--- src/hdl/assert_macros.svh ---
// ----------------------------------------------------------------------------
// Assertion macros
// Concurrent assertion wrappers, empty when SYNTHESIS is defined.
// ----------------------------------------------------------------------------
`ifndef ASSERT_MACROS_SVH
`define ASSERT_MACROS_SVH
`ifndef SYNTHESIS
// check that prop holds at every clock edge outside reset
`define RTFP_ASSERT(label, clk, rst_n, prop) \
  label: assert property (@(posedge clk) disable iff (!rst_n) (prop)) \
    else $error("rtfp assertion failed");
// check that cond is never true outside reset
`define RTFP_ASSERT_NEVER(label, clk, rst_n, cond) \
  label: assert property (@(posedge clk) disable iff (!rst_n) !(cond)) \
    else $error("rtfp forbidden condition seen");
`else
`define RTFP_ASSERT(label, clk, rst_n, prop)
`define RTFP_ASSERT_NEVER(label, clk, rst_n, cond)
`endif
`endif

--- src/hdl/rtfp_pkg.sv ---
// ----------------------------------------------------------------------------
// rtfp_pkg
// Shared constants, types and decode function of the radar target frame parser.
// ----------------------------------------------------------------------------
`default_nettype none

package rtfp_pkg;

  localparam int unsigned WIN_LEN      = 30;
  localparam int unsigned TARGET_SLOTS = 3;
  localparam int unsigned REC_BASE     = 4;
  localparam int unsigned REC_LEN      = 8;
  localparam int unsigned CNT_W        = 5;
  localparam int unsigned SLOT_W       = 2;

  localparam logic [7:0] HDR_B0  = 8'hAA;
  localparam logic [7:0] HDR_B1  = 8'hFF;
  localparam logic [7:0] HDR_B2  = 8'h03;
  localparam logic [7:0] HDR_B3  = 8'h00;
  localparam logic [7:0] TAIL_B0 = 8'h55;
  localparam logic [7:0] TAIL_B1 = 8'hCC;

  localparam logic [15:0] SM_MAG_MASK = 16'h7FFF;
  localparam logic [15:0] SM_POS_BIT  = 16'h8000;

  localparam int unsigned OUT_DATA_W = 72;

  typedef logic [REC_LEN-1:0][7:0] rec_bytes_t;

  // captured frame handed from the window to the output stage
  typedef struct packed {
    logic                               load;
    logic [TARGET_SLOTS-1:0][REC_LEN-1:0][7:0] rec;
  } frame_t;

  typedef struct packed {
    logic signed [15:0] pos_x;
    logic signed [15:0] pos_y;
    logic signed [15:0] velocity;
    logic [15:0]        resolution;
    logic               present;
  } result_t;

  // bit 15 set means positive; magnitude in bits 14..0
  function automatic logic signed [15:0] sm_decode(input logic [7:0] lo, input logic [7:0] hi);
    logic [15:0] raw;
    logic [15:0] mag;
    raw = {hi, lo};
    mag = raw & SM_MAG_MASK;
    if ((raw & SM_POS_BIT) != 16'h0000) begin
      return signed'(mag);
    end else begin
      return signed'(16'h0000 - mag);
    end
  endfunction

endpackage

`default_nettype wire

--- src/hdl/rtfp_cell.sv ---
// ----------------------------------------------------------------------------
// rtfp_cell
// One byte of the receive window; takes its neighbor's byte on each shift.
// ----------------------------------------------------------------------------
`default_nettype none

module rtfp_cell
  import rtfp_pkg::*;
(
  input  wire logic       clk_i,
  input  wire logic       shift_i,
  input  wire logic [7:0] byte_i,
  output logic      [7:0] byte_o
);

  logic [7:0] byte_q;
  logic [7:0] byte_d;

  always_comb begin
    byte_d = shift_i ? byte_i : byte_q;
  end

  always_ff @(posedge clk_i) begin
    byte_q <= byte_d;
  end

  assign byte_o = byte_q;

endmodule

`default_nettype wire

--- src/hdl/rtfp_emit.sv ---
// ----------------------------------------------------------------------------
// rtfp_emit
// Frame result buffer: decodes a matched frame and sends one transfer per slot.
// ----------------------------------------------------------------------------
`default_nettype none
`include "assert_macros.svh"

module rtfp_emit
  import rtfp_pkg::*;
(
  input  wire logic                  clk_i,
  input  wire logic                  rst_ni,
  input  wire frame_t                frame_i,
  output logic                       busy_o,
  output logic                       m_axis_tvalid_o,
  input  wire logic                  m_axis_tready_i,
  // slot[1:0], pos_x[17:2], pos_y[33:18], velocity[49:34],
  // resolution[65:50], present[66], present_count[68:67], zero pad[71:69]
  output logic [OUT_DATA_W-1:0]      m_axis_tdata_o,
  output logic                       m_axis_tlast_o
);

  localparam logic [SLOT_W-1:0] LAST_SLOT = SLOT_W'(TARGET_SLOTS - 1);

  logic                    pend_q, pend_d;
  logic [SLOT_W-1:0]       slot_q, slot_d;
  logic [1:0]              pcount_q, pcount_d;
  result_t                 res_q [TARGET_SLOTS];
  result_t                 res_d [TARGET_SLOTS];
  logic                    out_hs;
  result_t                 cur;

  assign out_hs = pend_q && m_axis_tready_i;

  // decode all slots of the captured frame
  always_comb begin
    pcount_d = pcount_q;
    for (int s = 0; s < TARGET_SLOTS; s++) begin
      res_d[s] = res_q[s];
    end
    if (frame_i.load) begin
      pcount_d = 2'd0;
      for (int s = 0; s < TARGET_SLOTS; s++) begin
        res_d[s].pos_x      = sm_decode(frame_i.rec[s][0], frame_i.rec[s][1]);
        res_d[s].pos_y      = sm_decode(frame_i.rec[s][2], frame_i.rec[s][3]);
        res_d[s].velocity   = sm_decode(frame_i.rec[s][4], frame_i.rec[s][5]);
        res_d[s].resolution = {frame_i.rec[s][7], frame_i.rec[s][6]};
        res_d[s].present    = ({frame_i.rec[s][7], frame_i.rec[s][6]} != 16'h0000);
        pcount_d            = pcount_d + 2'(res_d[s].present);
      end
    end
  end

  always_comb begin
    pend_d = pend_q;
    slot_d = slot_q;
    if (frame_i.load) begin
      pend_d = 1'b1;
      slot_d = '0;
    end else if (out_hs) begin
      if (slot_q == LAST_SLOT) begin
        pend_d = 1'b0;
      end else begin
        slot_d = slot_q + 1'b1;
      end
    end
  end

  always_ff @(posedge clk_i or negedge rst_ni) begin
    if (!rst_ni) begin
      pend_q <= 1'b0;
      slot_q <= '0;
    end else begin
      pend_q <= pend_d;
      slot_q <= slot_d;
    end
  end

  always_ff @(posedge clk_i) begin
    pcount_q <= pcount_d;
    for (int s = 0; s < TARGET_SLOTS; s++) begin
      res_q[s] <= res_d[s];
    end
  end

  assign cur             = res_q[slot_q];
  assign busy_o          = pend_q;
  assign m_axis_tvalid_o = pend_q;
  assign m_axis_tlast_o  = (slot_q == LAST_SLOT);
  assign m_axis_tdata_o  = {3'b000, pcount_q, cur.present, cur.resolution,
                            cur.velocity, cur.pos_y, cur.pos_x, slot_q};

  `RTFP_ASSERT_NEVER(a_load_while_busy, clk_i, rst_ni, frame_i.load && pend_q)
  `RTFP_ASSERT(a_load_starts_slot0, clk_i, rst_ni,
    frame_i.load |=> (pend_q && slot_q == '0))
  `RTFP_ASSERT(a_drain_after_last, clk_i, rst_ni,
    $fell(pend_q) |-> $past(m_axis_tready_i && slot_q == LAST_SLOT))
  `RTFP_ASSERT(a_slot_in_range, clk_i, rst_ni, pend_q |-> (slot_q <= LAST_SLOT))

endmodule

`default_nettype wire

--- src/hdl/radar_target_frame_parser.sv ---
// ----------------------------------------------------------------------------
// radar_target_frame_parser
// Header/tail frame sync over a 30-byte sliding window of received bytes.
// ----------------------------------------------------------------------------
// Takes one byte per cycle into a row of 29 byte cells that, together with
// the incoming byte, form the 30-byte window. When the newest 30 bytes start
// with AA FF 03 00 and end with 55 CC, the frame is decoded and three target
// results follow on the output, one per transfer, the first in the cycle
// after the tail byte is taken; the window then empties. Input stalls only
// while results of the previous frame still wait and the cells already hold
// 29 bytes, since the three-entry result buffer holds one frame.
`default_nettype none

module radar_target_frame_parser
  import rtfp_pkg::*;
(
  input  wire logic                  clk_i,
  input  wire logic                  rst_ni,
  input  wire logic                  s_axis_tvalid_i,
  output logic                       s_axis_tready_o,
  // rx_byte[7:0]
  input  wire logic [7:0]            s_axis_tdata_i,
  output logic                       m_axis_tvalid_o,
  input  wire logic                  m_axis_tready_i,
  // slot[1:0], pos_x[17:2], pos_y[33:18], velocity[49:34],
  // resolution[65:50], present[66], present_count[68:67], zero pad[71:69]
  output logic [OUT_DATA_W-1:0]      m_axis_tdata_o,
  output logic                       m_axis_tlast_o
);

  localparam logic [CNT_W-1:0] FULL_M1 = CNT_W'(WIN_LEN - 1);

  logic [7:0]       cell_b [1:WIN_LEN-1];
  logic             in_acc;
  logic             busy;
  logic [CNT_W-1:0] fill_q, fill_d;
  logic             match;
  frame_t           frame;

  assign s_axis_tready_o = !(busy && fill_q == FULL_M1);
  assign in_acc          = s_axis_tvalid_i && s_axis_tready_o;

  // newest byte enters at the top cell; each cell takes its upper neighbor
  for (genvar k = 1; k < WIN_LEN; k++) begin : g_cell
    if (k == WIN_LEN - 1) begin : g_top
      rtfp_cell u_cell (
        .clk_i  (clk_i),
        .shift_i(in_acc),
        .byte_i (s_axis_tdata_i),
        .byte_o (cell_b[k])
      );
    end else begin : g_mid
      rtfp_cell u_cell (
        .clk_i  (clk_i),
        .shift_i(in_acc),
        .byte_i (cell_b[k+1]),
        .byte_o (cell_b[k])
      );
    end
  end

  // window after this byte: oldest byte at cell 1, newest on the input
  assign match = (fill_q == FULL_M1)
              && (cell_b[1] == HDR_B0) && (cell_b[2] == HDR_B1)
              && (cell_b[3] == HDR_B2) && (cell_b[4] == HDR_B3)
              && (cell_b[WIN_LEN-1] == TAIL_B0) && (s_axis_tdata_i == TAIL_B1);

  always_comb begin
    frame.load = in_acc && match;
    for (int s = 0; s < TARGET_SLOTS; s++) begin
      for (int j = 0; j < REC_LEN; j++) begin
        frame.rec[s][j] = cell_b[REC_BASE + s * REC_LEN + j + 1];
      end
    end
  end

  // hold at 29 on a mismatch, so the window slides by one byte
  always_comb begin
    fill_d = fill_q;
    if (in_acc) begin
      if (fill_q == FULL_M1) begin
        fill_d = match ? '0 : FULL_M1;
      end else begin
        fill_d = fill_q + 1'b1;
      end
    end
  end

  always_ff @(posedge clk_i or negedge rst_ni) begin
    if (!rst_ni) begin
      fill_q <= '0;
    end else begin
      fill_q <= fill_d;
    end
  end

  rtfp_emit u_emit (
    .clk_i          (clk_i),
    .rst_ni         (rst_ni),
    .frame_i        (frame),
    .busy_o         (busy),
    .m_axis_tvalid_o(m_axis_tvalid_o),
    .m_axis_tready_i(m_axis_tready_i),
    .m_axis_tdata_o (m_axis_tdata_o),
    .m_axis_tlast_o (m_axis_tlast_o)
  );

endmodule

`default_nettype wire
--- config.mk ---
export PLATFORM = sky130hd
export DESIGN_NAME = radar_target_frame_parser
export DESIGN_NICKNAME = d
export VERILOG_FILES = /design/src/hdl/rtfp_pkg.sv /design/src/hdl/rtfp_cell.sv /design/src/hdl/rtfp_emit.sv /design/src/hdl/radar_target_frame_parser.sv
export VERILOG_INCLUDE_DIRS = /design/src /design/src/hdl
export SDC_FILE = /design/constraint.sdc
export NUM_CORES = 1
export LEC_CHECK = 0
export ABC_AREA = 1
export ABC_CLOCK_PERIOD_IN_PS = 16400
export BUFFER_PORTS_ARGS = -buffer_cell sky130_fd_sc_hd__buf_4
export CAP_MARGIN = 10
export CORE_MARGIN = 5
export CORE_UTILIZATION = 66
export DETAILED_ROUTE_END_ITERATION = 10
export PLACE_DENSITY = 0.85
export SYNTH_ARGS = -nofsm -noshare
export SYNTH_HDL_FRONTEND = slang
export SYNTH_SLANG_ARGS = --single-unit
--- constraint.sdc ---
create_clock -name clk_i -period 16.4 [get_ports clk_i]
set_clock_uncertainty 0.05 [all_clocks]
set_input_delay 1.64 -clock clk_i [delete_from_list [all_inputs] [get_ports clk_i]]
set_output_delay 1.64 -clock clk_i [all_outputs]
set_load 0.05 [all_outputs]
# --- Word level (Yosys, flattened, before mapping) ---
# Memories as Yosys holds them, arrays and structs flattened.
# Index checks and enable logic that the tools add are counted.
word_totals:
  regBits: 242
  mem_bits_rw: 195
  n_memories: 1
op_classes:
  add_sub_neg: 13
  n_eq_ne: 9
  muxes: 18
  n_reduce_logical: 19
memory_table:
  columns: ["name", "words", "word_bits", "read_ports", "rd_clocked_by_memory_dff", "write_ports", "line", "rtl"]
  rows:
  - ["u_emit.res_q", 3, 65, 1, 0, 3, "rtfp_emit.sv:28", "result_t res_q [TARGET_SLOTS];"]
op_table:
  columns: ["cell", "n"]
  rows:
  - ["$mux 195", 1]
  - ["$mux 16", 9]
  - ["$sub 1x15->16 const A", 9]
  - ["$reduce_bool 16->1", 3]
  - ["$eq 8x8->1 const B", 3]
  - ["$logic_and 1x1->1", 10]
  - ["$mux 5", 2]
  - ["$eq 8x2->1 const B", 1]
  - ["$eq 8x7->1 const B", 1]
  - ["$logic_not 8->1", 1]
  - ["$mux 2", 3]
  - ["$add 5x1->5 const B", 1]
  - ["$eq 5x5->1 const B", 1]
  - ["$reduce_and 2->1", 2]
  - ["$reduce_bool 2->1", 2]
  - ["$mux 1", 3]
  - ["$add 1x1->2", 1]
  - ["$add 2x1->2", 1]
  - ["$add 2x1->2 const B", 1]
  - ["$eq 2x2->1 const B", 1]
  - ["$ne 2x1->1 const B", 1]
  - ["$logic_not 1->1", 1]
  - ["$ne 1x1->1 const B", 1]

# --- Logic depth before layout (Yosys ltp) ---
# Gate-level depths: netlist of the first run.
logic_depth:
  ltp_word: 10
  ltp_mapped: 10
  depth_no_buf: 10

# --- By module ---
# A second synthesis of the first run with hierarchy kept.
unflattened:
  cells_unflattened: 1638
  area_unflattened_um2: 18741.7
modules_own_cells:
  columns: ["module", "instances", "cells_per_inst", "area_each_um2", "seq_area_each_um2"]
  rows:
  - ["rtfp_emit", 1, 1308, 11219.5, 5990.7]
  - ["rtfp_cell", 29, 8, 240.2, 240.2]
  - ["radar_target_frame_parser", 1, 98, 555.5, 125.1]

# --- Worst setup path after synthesis of the first run ---
# No wires, ideal clock.
synth_timing:
  kind: "in2reg"
  from: "in s_axis_tdata_i[5]"
  to: "reg u_emit.pcount_q[0] (enable)"
  arrival_ns: 10.265
  t_required_ns: 15.593
  slack_ns: 5.328
  path_stages: 5
  path_cell_list: "nor3_1 -> nand3_2 -> nor2_1 -> nand2_1 -> nor2_1"
synth_via:
  elab_chain_cells: 3
synth_lines:
  columns: ["element", "line", "rtl"]
  rows:
  - ["start, declared", "radar_target_frame_parser.sv:22", "input wire logic [7:0] s_axis_tdata_i,"]
  - ["$eq 8x8->1", "radar_target_frame_parser.sv:66", "&& (cell_b[WIN_LEN-1] == TAIL_B0) && (s_axis_tdata_i == TAIL_B1);"]
  - ["$logic_and 1x1->1", "radar_target_frame_parser.sv:66", null]
  - ["$logic_and 1x1->1", "radar_target_frame_parser.sv:69", "frame.load = in_acc && match;"]
  - ["end signal, assigned", "rtfp_emit.sv:80", "pcount_q <= pcount_d;"]
  - ["end, declared", "rtfp_emit.sv:27", "logic [1:0] pcount_q, pcount_d;"]
# No other way between the ends.
# A chain may end at the register's enable or synchronous reset.

# --- Worst setup path after layout of the first run ---
layout_timing:
  from: "reg u_emit.slot_q[0]"
  to: "out m_axis_tdata_o[41]"
layout_via:
  elab_chain_cells: 1
layout_lines:
  columns: ["element", "line", "rtl"]
  rows:
  - ["start, declared", "rtfp_emit.sv:26", "logic [SLOT_W-1:0] slot_q, slot_d;"]
  - ["start signal, assigned", "rtfp_emit.sv:75", "slot_q <= slot_d;"]
  - ["$mem_v2 3x65", null, null]
  - ["end, declared", "radar_target_frame_parser.sv:27", "output logic [OUT_DATA_W-1:0] m_axis_tdata_o,"]
# No other way between the ends.

==> results of run 1 <==
## cells in the final DEF, fill, tap and decap left out, types with 2 or more instances in the layout
master | netlist | layout
dfrtp_1 | 8 | 6
clkinv_2 | 0 | 6
nor2_2 | 6 | 6
xor2_1 | 71 | 71
bufinv_16 | 0 | 7
clkbuf_1 | 16 | 6
nand3_1 | 41 | 41
a41oi_1 | 5 | 5
a21oi_1 | 153 | 153
nor4_1 | 6 | 6
conb_1 | 1 | 3
nor3_1 | 10 | 10
nor3_2 | 6 | 6
or2_2 | 3 | 3
dfrtp_2 | 0 | 2
o21ai_0 | 35 | 35
nand2_2 | 3 | 3
clkbuf_16 | 0 | 45
nand3b_1 | 2 | 2
nor3b_2 | 3 | 3
buf_4 | 3 | 89
clkinv_1 | 0 | 7
nand4_1 | 13 | 13
inv_1 | 116 | 114
nor2_1 | 201 | 200
ha_1 | 12 | 12
o211ai_1 | 6 | 6
inv_2 | 13 | 15
o31ai_1 | 3 | 3
nand2_1 | 231 | 231
xnor2_1 | 33 | 33
edfxtp_1 | 429 | 429
o22ai_1 | 6 | 6
a21oi_2 | 4 | 4
o21ai_1 | 2 | 2
clkinvlp_4 | 0 | 2
nand3_2 | 2 | 2
## worst max-delay path: cells and delay by family, from the launching register on
kind                   cells  cell delay, ps
buffers and inverters      4            1470
flip-flops                 1             380
AO/OA/AOI/OAI              1             330
AND/OR/NAND/NOR            1             120
## routing by layer
| metal | vias up | global-route usage, % | wire length (microns) |
|---|---|---|---|
| met1 | 5634 | 37.92 | 16090 |
| li1 | 5271 | - | - |
| met4 | 0 | 11.89 | 2023 |
| met5 | - | 0 | 0 |
| met2 | 720 | 45.01 | 20770 |
| met3 | 109 | 4.304 | 3930 |
## sequential cells by signal (all words and copies together) (netlist names)
| name | cells |
|---|---|
| fill_q | 5 |
| u_emit.slot_q | 2 |
| g_cell.g_top.u_cell.byte_o | 8 |
| g_cell.g_mid.u_cell.byte_o | 224 |
| u_emit.busy_o | 1 |
| u_emit.res_q | 195 |
| u_emit.pcount_q | 2 |
## worst paths after layout
path,from,end,depth (start not counted)
min reg2reg,g_cell[25].g_mid.u_cell.byte_o[2]$_DFFE_PP_,g_cell[24].g_mid.u_cell.byte_o[2]$_DFFE_PP_,0
min,g_cell[25].g_mid.u_cell.byte_o[2]$_DFFE_PP_,g_cell[24].g_mid.u_cell.byte_o[2]$_DFFE_PP_,0
max reg2reg,fill_q[0]$_DFFE_PN0P_,g_cell[27].g_mid.u_cell.byte_o[7]$_DFFE_PP_,7
max,u_emit.slot_q[0]$_DFFE_PN0P_,m_axis_tdata_o[41],6
min in group asynchronous,rst_ni,fill_q[0]$_DFFE_PN0P_,1
max in group asynchronous,rst_ni,u_emit.slot_q[0]$_DFFE_PN0P_,1
## area by class of cell
cell class              instances  area, sq um
flip-flops and latches        437        13090
fillers                      1574         6441
multi-input cells             865         4496
clock buffers                  51         1149
repair buffers                 90        688.2
inverters                     130        495.5
well taps                     372        465.4
clock inverters                22        281.5
## stage by stage
stage               utilization (%)  instances  setup slack, ps  hold slack [ps]
floorplan                         -       1475             5328            374.4
global placement              70.96       1894            12400            384.1
detailed placement            70.96       1894            12330            387.8
CTS                           76.23       1967            11900            404.7
global route                  76.23       1967            11740            413.2
finish                        76.23       1967            11800            399.0
## where the power goes
part           internal [mW]  switching, mW
registers               1.28         0.0431
clock network          0.607          0.404
logic                 0.0414         0.0775
total                   1.93          0.524
## cell families (layout without fill, tap and decap cells)
family,Yosys count,after routing,share of synthesized area [%]
AND/OR/NAND/NOR,530,530,12.35
flip-flops,437,437,71.67
AO/OA/AOI/OAI,215,215,6.251
buffers and inverters,173,293,3.784
XOR/XNOR,104,104,4.990
adder cells (fa/ha/maj),13,13,0.9322
other,1,3,0.02054
==> flow_summary.ini, run 1 <==
[finish]
area_growth_pct = 13.18
nNetsFinal = 1592
drive_gt1_share_pct = 12.48
fin_area_sq_um = 20660
n_antenna_cell = 0

[synthesis]
syn-cell-area_sq_um = 18250
ys_ff_latch = 437
synth_common_cells = edfxtp_1, nand2_1, nor2_1
synth_top_cell_area_share_pct = 70.57
avgSynthCellArea_sq_um = 12.39
yosysMostFrequentCell = edfxtp_1
yosysWarnings = 0
syn_inst = 1473
ys_types = 39
synth_edf_count = 429
ys.flop_type = edfxtp_1
yosys.area.top_type = edfxtp_1
synth_area_leaders = edfxtp_1, nand2_1, a21oi_1, nor2_1, xor2_1
async_reset_ff_share_pct = 1.831
yosysSeqAreaShare_pct = 71.67

[grt]
grt_max_degree = 198
antenna_found_initial = 0
grt_first_pass_wirelength_microns = 65130
grt_pass1_vias = 11320
grt-ovfl-total = 0
grt_use_total_pct = 27.70

[timing]
setup-violations-final = 0
post-route-period-util_pct = 28.04
relSlewSlack_pct = 24.52
rsz0062_at_grt = no
fmax_mhz = 217.4
finalMaxSlewViolations = 0
final.setup.tns_ps = 0
worstMarginPinSlew_ps = 1132
period_needed_ps = 4599
hold_violations = 0

[routing]
dr.pass1.iters = 6
dr.first_iter.drc_count = 1630
wire_per_inst_microns = 21.76
drc = 0
vias = 11730
viasPerCell = 5.965
totalWireLength_microns = 42810
postRouteAntennaNets = 0

[critical_path]
startpoint_type = register
crit_top_cell = buf_4
path_cells = buf_4, inv_2, buf_4, nand2_1, a21oi_1, buf_4
slowest_delay_ps = 560
crit_path_max_fanout = 68
cp.arrival_ps = 2910
cpMaxStageDelayCell = buf_4
end_kind = output port
path_class = reg2out
r2r_setup_slack_ps = 13050
required_ps = 14710

[cts]
ctsRootBufferMaster = clkbuf_16
ctsLongestPathBuffers = 3
clock-sinks = 437
tritoncts = built
clk_latency_ps = 530
holdBufCountCts = 0
cts_buffers = 43
cts_resized = 0
h-tree-depth = 2
cts.clk_slew.worst_paths_ps = 60
post-cts-setup-buffer-count = 0

[floorplan]
die-area_sq_um = 31080
io_pins = 87
rows = 60
initial_core_util_pct = 67.35
die_w_microns = 176.3
die_y_microns = 176.3
core_sq_um = 27100

[pwr]
vdd_drop_max_v = 0.0001088
p_leak_nw = 7.804
powerDensity_nw_per_um2 = 118.6
total_power_mw = 2.450

[placed_design]
gp_congestion = 0.9370
place_area_sq_um = 19230
dpl.hpwl_microns = 28950
portBuffers = 83

[hold_path]
worstHoldPathType = reg2reg

[job]
drv_cap = 0

[run_status]
status = complete, no violations
(Power assumes the default switching activity.)
==> run 2: changes to the inputs <==
--- a/config.mk
+++ b/config.mk
@@ -7,13 +7,13 @@
 export NUM_CORES = 1
 export LEC_CHECK = 0
 export ABC_AREA = 1
-export ABC_CLOCK_PERIOD_IN_PS = 16400
+export ABC_CLOCK_PERIOD_IN_PS = 3900
 export BUFFER_PORTS_ARGS = -buffer_cell sky130_fd_sc_hd__buf_4
 export CAP_MARGIN = 10
 export CORE_MARGIN = 5
-export CORE_UTILIZATION = 66
+export CORE_UTILIZATION = 55
 export DETAILED_ROUTE_END_ITERATION = 10
-export PLACE_DENSITY = 0.85
+export PLACE_DENSITY = 0.75
 export SYNTH_ARGS = -nofsm -noshare
 export SYNTH_HDL_FRONTEND = slang
 export SYNTH_SLANG_ARGS = --single-unit
==> constraint.sdc (replaced) <==
create_clock -name clk_i -period 3.9 [get_ports clk_i]
set_clock_uncertainty 0.05 [all_clocks]
set_input_delay 0.39 -clock clk_i [delete_from_list [all_inputs] [get_ports clk_i]]
set_output_delay 0.39 -clock clk_i [all_outputs]
set_load 0.05 [all_outputs]
==> flow_summary.ini, run 2 (synthesis gave the netlist of run 1 again) <==
[finish]
fillerInstances = 2347
seq_area_sq_um = 13090
drive_gt1_share_pct = 13.07
final_core_util_pct = 64.15
instances_no_fill = 2064
layout_common_cells = edfxtp_1, nand2_1, nor2_1
area_growth_pct = 14.63
multi_input_area_sq_um = 4498
nNetsFinal = 1610
n_antenna_cell = 0
final_common_cell = edfxtp_1
fin_area_sq_um = 20920
largest_register_ff_count = 224

[critical_path]
cp.arrival_ps = 2530
cpMaxStageDelayCell = inv_2
slowest_delay_ps = 460
path_class = reg2out
crit_path_max_fanout = 32
end_kind = output port
startpoint_type = register
path_cells = inv_2, buf_4, nand2_1, a21oi_1, buf_4
crit_top_cell = buf_4
required_ps = 3460

[floorplan]
die-area_sq_um = 36930
die_w_microns = 192.2
die_y_microns = 192.2
rows = 66
core_sq_um = 32620
io_pins = 87
initial_core_util_pct = 55.96

[timing]
setup_ws_ps = 930.4
worstMarginPinSlew_ps = 997.1
whs_ps = 59.71
period_needed_ps = 2970
finalMaxSlewViolations = 0
post-route-period-util_pct = 76.14
relSlewSlack_pct = 32.91
hold_violations = 0
fmax_mhz = 336.8
final.setup.tns_ps = 0
setup-violations-final = 0
rsz0062_at_grt = no

[cts]
cts_resized = 0
cts.clk_slew.worst_paths_ps = 60
clock-sinks = 437
tritoncts = built
h-tree-depth = 2
ctsRootBufferMaster = clkbuf_16
clk_latency_ps = 550
ctsLongestPathBuffers = 3
cts_buffers = 45

[routing]
vias = 11530
totalWireLength_microns = 42530
dr.pass1.iters = 5
dr.first_iter.drc_count = 1249
postRouteAntennaNets = 0
viasPerCell = 5.586
drc = 0
wire_per_inst_microns = 20.61

[job]
drv_cap = 0

[grt]
busiest_layer = met2
met2_usage_pct = 37.35
grtUsageMet1_pct = 32.37
use_met3_pct = 3.435
grt_pass1_vias = 11180
grt-ovfl-total = 0
antenna_found_initial = 0
grt_use_total_pct = 22.96
grt_max_degree = 104
grt_first_pass_wirelength_microns = 64210

[placed_design]
pre_cts_ws_ps = 1284
dpl.hpwl_microns = 29090
place_area_sq_um = 19420
dp_cells = 1971
portBuffers = 83
gp_congestion = 0.8857

[run_status]
status = complete, no violations

[pwr]
p_leak_nw = 7.873
vdd_drop_max_v = 0.0003675
powerDensity_nw_per_um2 = 486.0
total_power_mw = 10.17

[hold_path]
worstHoldPathType = in2reg
## run 2: layer usage
metal	share of wire (%)	routed length [microns]	vias up
met5	0	0	-
met4	3.1	1305	0
met3	6.9	2937	85
met2	48	20420	527
met1	42	17870	5584
li1	-	-	5334
## run 2: path summary, 6_finish.rpt
kind,from,endpoint,slack [ps],depth (start not counted)
min reg2reg,g_cell[6].g_mid.u_cell.byte_o[6]$_DFFE_PP_,g_cell[5].g_mid.u_cell.byte_o[6]$_DFFE_PP_,400,0
max reg2reg,fill_q[1]$_DFFE_PN0P_,u_emit.res_q[0][8]$_DFFE_PP_,1280,9
max in group asynchronous,rst_ni,u_emit.slot_q[1]$_DFFE_PN0P_,3460,2
max,u_emit.slot_q[0]$_DFFE_PN0P_,m_axis_tdata_o[52],930,5
min in group asynchronous,rst_ni,u_emit.slot_q[0]$_DFFE_PN0P_,180,2
min,m_axis_tready_i,u_emit.busy_o$_DFFE_PN0P_,60,4
## run 2: worst max-delay path: cells and delay by family, from the launching register on
| family | cells | cell delay (ps) |
|---|---|---|
| buffers and inverters | 3 | 1130 |
| and+or+nand+nor | 1 | 90 |
| AOI/OAI and AO/OA | 1 | 340 |
| DFF | 1 | 400 |
## run 2: where the power goes
| part | total [mW] | switching [mW] | internal [mW] |
|---|---|---|---|
| Clock | 4.11 | 1.76 | 2.35 |
| Sequential | 5.56 | 0.192 | 5.37 |
| Combinational | 0.501 | 0.315 | 0.185 |
## run 2: cell type report
| class | instances | area share, % |
|---|---|---|
| sequential | 437 | 62.54 |
| multi-input combinational | 865 | 21.50 |
| clock buffer | 58 | 5.818 |
| timing repair buffer | 106 | 4.210 |
| tap | 442 | 2.643 |
| inverter | 130 | 2.368 |
| clock inverter | 26 | 0.9269 |
## run 2: repair_timing
item	CTS	global route
endpoints found under the hold margin	16	0
buffers inserted	0	0
setup endpoints to repair	0	0
hold buffers	9	0
==> run 3: changes to the inputs <==
--- a/config.mk
+++ b/config.mk
@@ -6,14 +6,14 @@
 export SDC_FILE = /design/constraint.sdc
 export NUM_CORES = 1
 export LEC_CHECK = 0
-export ABC_AREA = 1
-export ABC_CLOCK_PERIOD_IN_PS = 3900
+export ABC_AREA = 0
+export ABC_CLOCK_PERIOD_IN_PS = 2400
 export BUFFER_PORTS_ARGS = -buffer_cell sky130_fd_sc_hd__buf_4
 export CAP_MARGIN = 10
 export CORE_MARGIN = 5
 export CORE_UTILIZATION = 55
 export DETAILED_ROUTE_END_ITERATION = 10
-export PLACE_DENSITY = 0.75
+export PLACE_DENSITY = 0.76
 export SYNTH_ARGS = -nofsm -noshare
 export SYNTH_HDL_FRONTEND = slang
 export SYNTH_SLANG_ARGS = --single-unit
==> constraint.sdc (replaced) <==
create_clock -name clk_i -period 2.4 [get_ports clk_i]
set_clock_uncertainty 0.05 [all_clocks]
set_input_delay 0.24 -clock clk_i [delete_from_list [all_inputs] [get_ports clk_i]]
set_output_delay 0.24 -clock clk_i [all_outputs]
set_load 0.05 [all_outputs]
==> flow_summary.ini, run 3 <==
[job]
drv_cap = 0

[routing]
wl_met3_microns = 2198
wire_per_inst_microns = 21.14
viasPerCell = 5.638
totalWireLength_microns = 38010
postRouteAntennaNets = 0
wl_met1_microns = 16350
dr.first_iter.drc_count = 975
highest_layer = met4
vias = 10140
dr.pass1.iters = 5
wl_met2_microns = 18580
drc = 0

[placed_design]
portBuffers = 83
dpl.hpwl_microns = 25570
gp_congestion = 0.8193

[pwr]
vdd_drop_max_v = 0.0005748
pwr-share-clk_pct = 39.6
p_seq_share_pct = 56.1
comb_power_share_pct = 4.3
powerDensity_nw_per_um2 = 777.2
p_sw_share_pct = 22.10
p_leak_nw = 7.630
switchingPower_mw = 3.579
total_power_mw = 16.20
cellInternalPower_mw = 12.62

[synthesis]
yosysMostFrequentCell = edfxtp_1
ys_types = 45
syn_inst = 1182
ys_ff_latch = 437
ys.flop_type = edfxtp_1
synth_edf_count = 429
synth_area_leaders = edfxtp_1, xor2_1, mux2i_1, a21oi_1, o21ai_0
synth_common_cells = edfxtp_1, xor2_1, nor2_1
yosys.area.top_type = edfxtp_1
synth_top_cell_area_share_pct = 72.27
yosysWarnings = 0
avgSynthCellArea_sq_um = 15.08
yosysSeqAreaShare_pct = 73.39
syn-cell-area_sq_um = 17830
async_reset_ff_share_pct = 1.831

[critical_path]
required_ps = 2580
path_cells = inv_1, ha_2, and4_4, nand3_2, nor4_4, buf_12, buf_12, buf_4
cp.arrival_ps = 2540
startpoint_type = register
crit_path_max_fanout = 16
path_class = reg2reg
crit_family = simple AND/OR/NAND/NOR gates
slowest_delay_ps = 420
end_kind = register
cpMaxStageDelayCell = dfrtp_1
crit_top_cell = buf_12
path_buf_inv = 4

[grt]
grt_use_total_pct = 20.64
grt_max_degree = 60
grt_first_pass_wirelength_microns = 57350
grt-ovfl-total = 0
grt_pass1_vias = 9814
antenna_found_initial = 0

[cts]
clk_latency_ps = 540
h-tree-depth = 2
ctsLongestPathBuffers = 3
cts.clk_slew.worst_paths_ps = 60
tritoncts = built
cts_buffers = 44
ctsRootBufferMaster = clkbuf_16
clock-sinks = 437

[floorplan]
die_y_microns = 190.0
rows = 66
die_w_microns = 190.0
die-area_sq_um = 36110
io_pins = 87
initial_core_util_pct = 55.21
core_sq_um = 32290

[finish]
layout_common_cells = edfxtp_1, buf_4, xor2_1
n_antenna_cell = 0
area_growth_pct = 16.91
largest_register_ff_count = 224
final_common_cell = edfxtp_1
nNetsFinal = 1346
fillerInstances = 2200
final_core_util_pct = 64.54
drive_gt1_share_pct = 16.08

[timing]
whs_ps = 384.4
rsz0062_at_grt = yes
worstMarginPinSlew_ps = 612.8
fmax_mhz = 423.2
finalMaxSlewViolations = 0
post-route-period-util_pct = 98.47
period_needed_ps = 2363
final.setup.tns_ps = 0
hold_violations = 0
setup-violations-final = 0
relSlewSlack_pct = 59.15

[hold_path]
worstHoldPathType = in2reg

[run_status]
status = complete, no violations
[run 3: worst paths after layout]
path                                                       startpoint  slack [ps]  cells after the start                                           to
min                                                 s_axis_tdata_i[0]         380                      2  g_cell[29].g_top.u_cell.byte_o[0]$_DFFE_PP_
max reg2reg                                     fill_q[1]$_DFFE_PN0P_          40                      8            u_emit.res_q[1][64]$_SDFFCE_PP0P_
max                                             fill_q[1]$_DFFE_PN0P_          40                      8            u_emit.res_q[1][64]$_SDFFCE_PP0P_
min in group asynchronous                                      rst_ni         650                      3                 u_emit.slot_q[1]$_DFFE_PN0P_
min reg2reg                g_cell[2].g_mid.u_cell.byte_o[4]$_DFFE_PP_         390                      0   g_cell[1].g_mid.u_cell.byte_o[4]$_DFFE_PP_
max in group asynchronous                                      rst_ni        1320                      3                 u_emit.slot_q[0]$_DFFE_PN0P_
[run 3: power by group through the flow]
stage / clock network, mW / logic [mW] / registers [mW]
finish: 6.41 / 0.699 / 9.08
floorplan: 0 / 0.494 / 9.08
detailed placement: 0 / 0.649 / 9.22
CTS: 6.50 / 0.680 / 9.07
global route: 6.85 / 0.765 / 9.11
global placement: 0 / 0.621 / 9.21
[run 3: timing repair]
action,CTS,global route
resized for setup,5,9
setup buffers,1,8
gates cloned,0,1
pin swaps,0,2
hold endpoints to repair,20,0
hold buffers,12,0
endpoints found under the setup margin,146,375
[run 3: per-layer routing]
layer | vias up | track usage [%]
met1 | 5013 | 29.32
met2 | 361 | 34.27
met5 | - | 0
li1 | 4692 | -
met3 | 71 | 2.789
met4 | 0 | 5.370
[run 3: final cells by class]
class	instances	area, sq um	share of cell area, %
Multi-Input combinational cell	655	4423	21.22
Timing Repair Buffer	126	1205	5.782
Tap cell	442	553.0	2.654
Clock buffer	49	1120	5.373
Clock inverter	32	231.5	1.111
Sequential cell	437	13090	62.81
Inverter	57	217.7	1.045
[run 3: per-stage QoR]
stage | area [sq um] | setup slack [ps] | instances
floorplan | 17850 | -5437 | 1184
global placement | 19190 | -40.93 | 1695
detailed placement | 19190 | -51.14 | 1695
CTS | 20690 | 12.40 | 1789
global route | 20840 | -44.35 | 1798
finish | 20840 | 36.82 | 1798
[run 3: cells by family after synthesis]
kind of cell             after synthesis  share of synthesized area, %
adder cells (fa/ha/maj)               13                        0.9546
multiplexers                          74                         4.218
other                                  1                       0.02104
XOR/XNOR                             118                         5.798
flip-flops                           437                         73.39
AND/OR/NAND/NOR                      280                         8.598
buffers and inverters                 92                         2.071
AO/OA/AOI/OAI                        167                         4.948
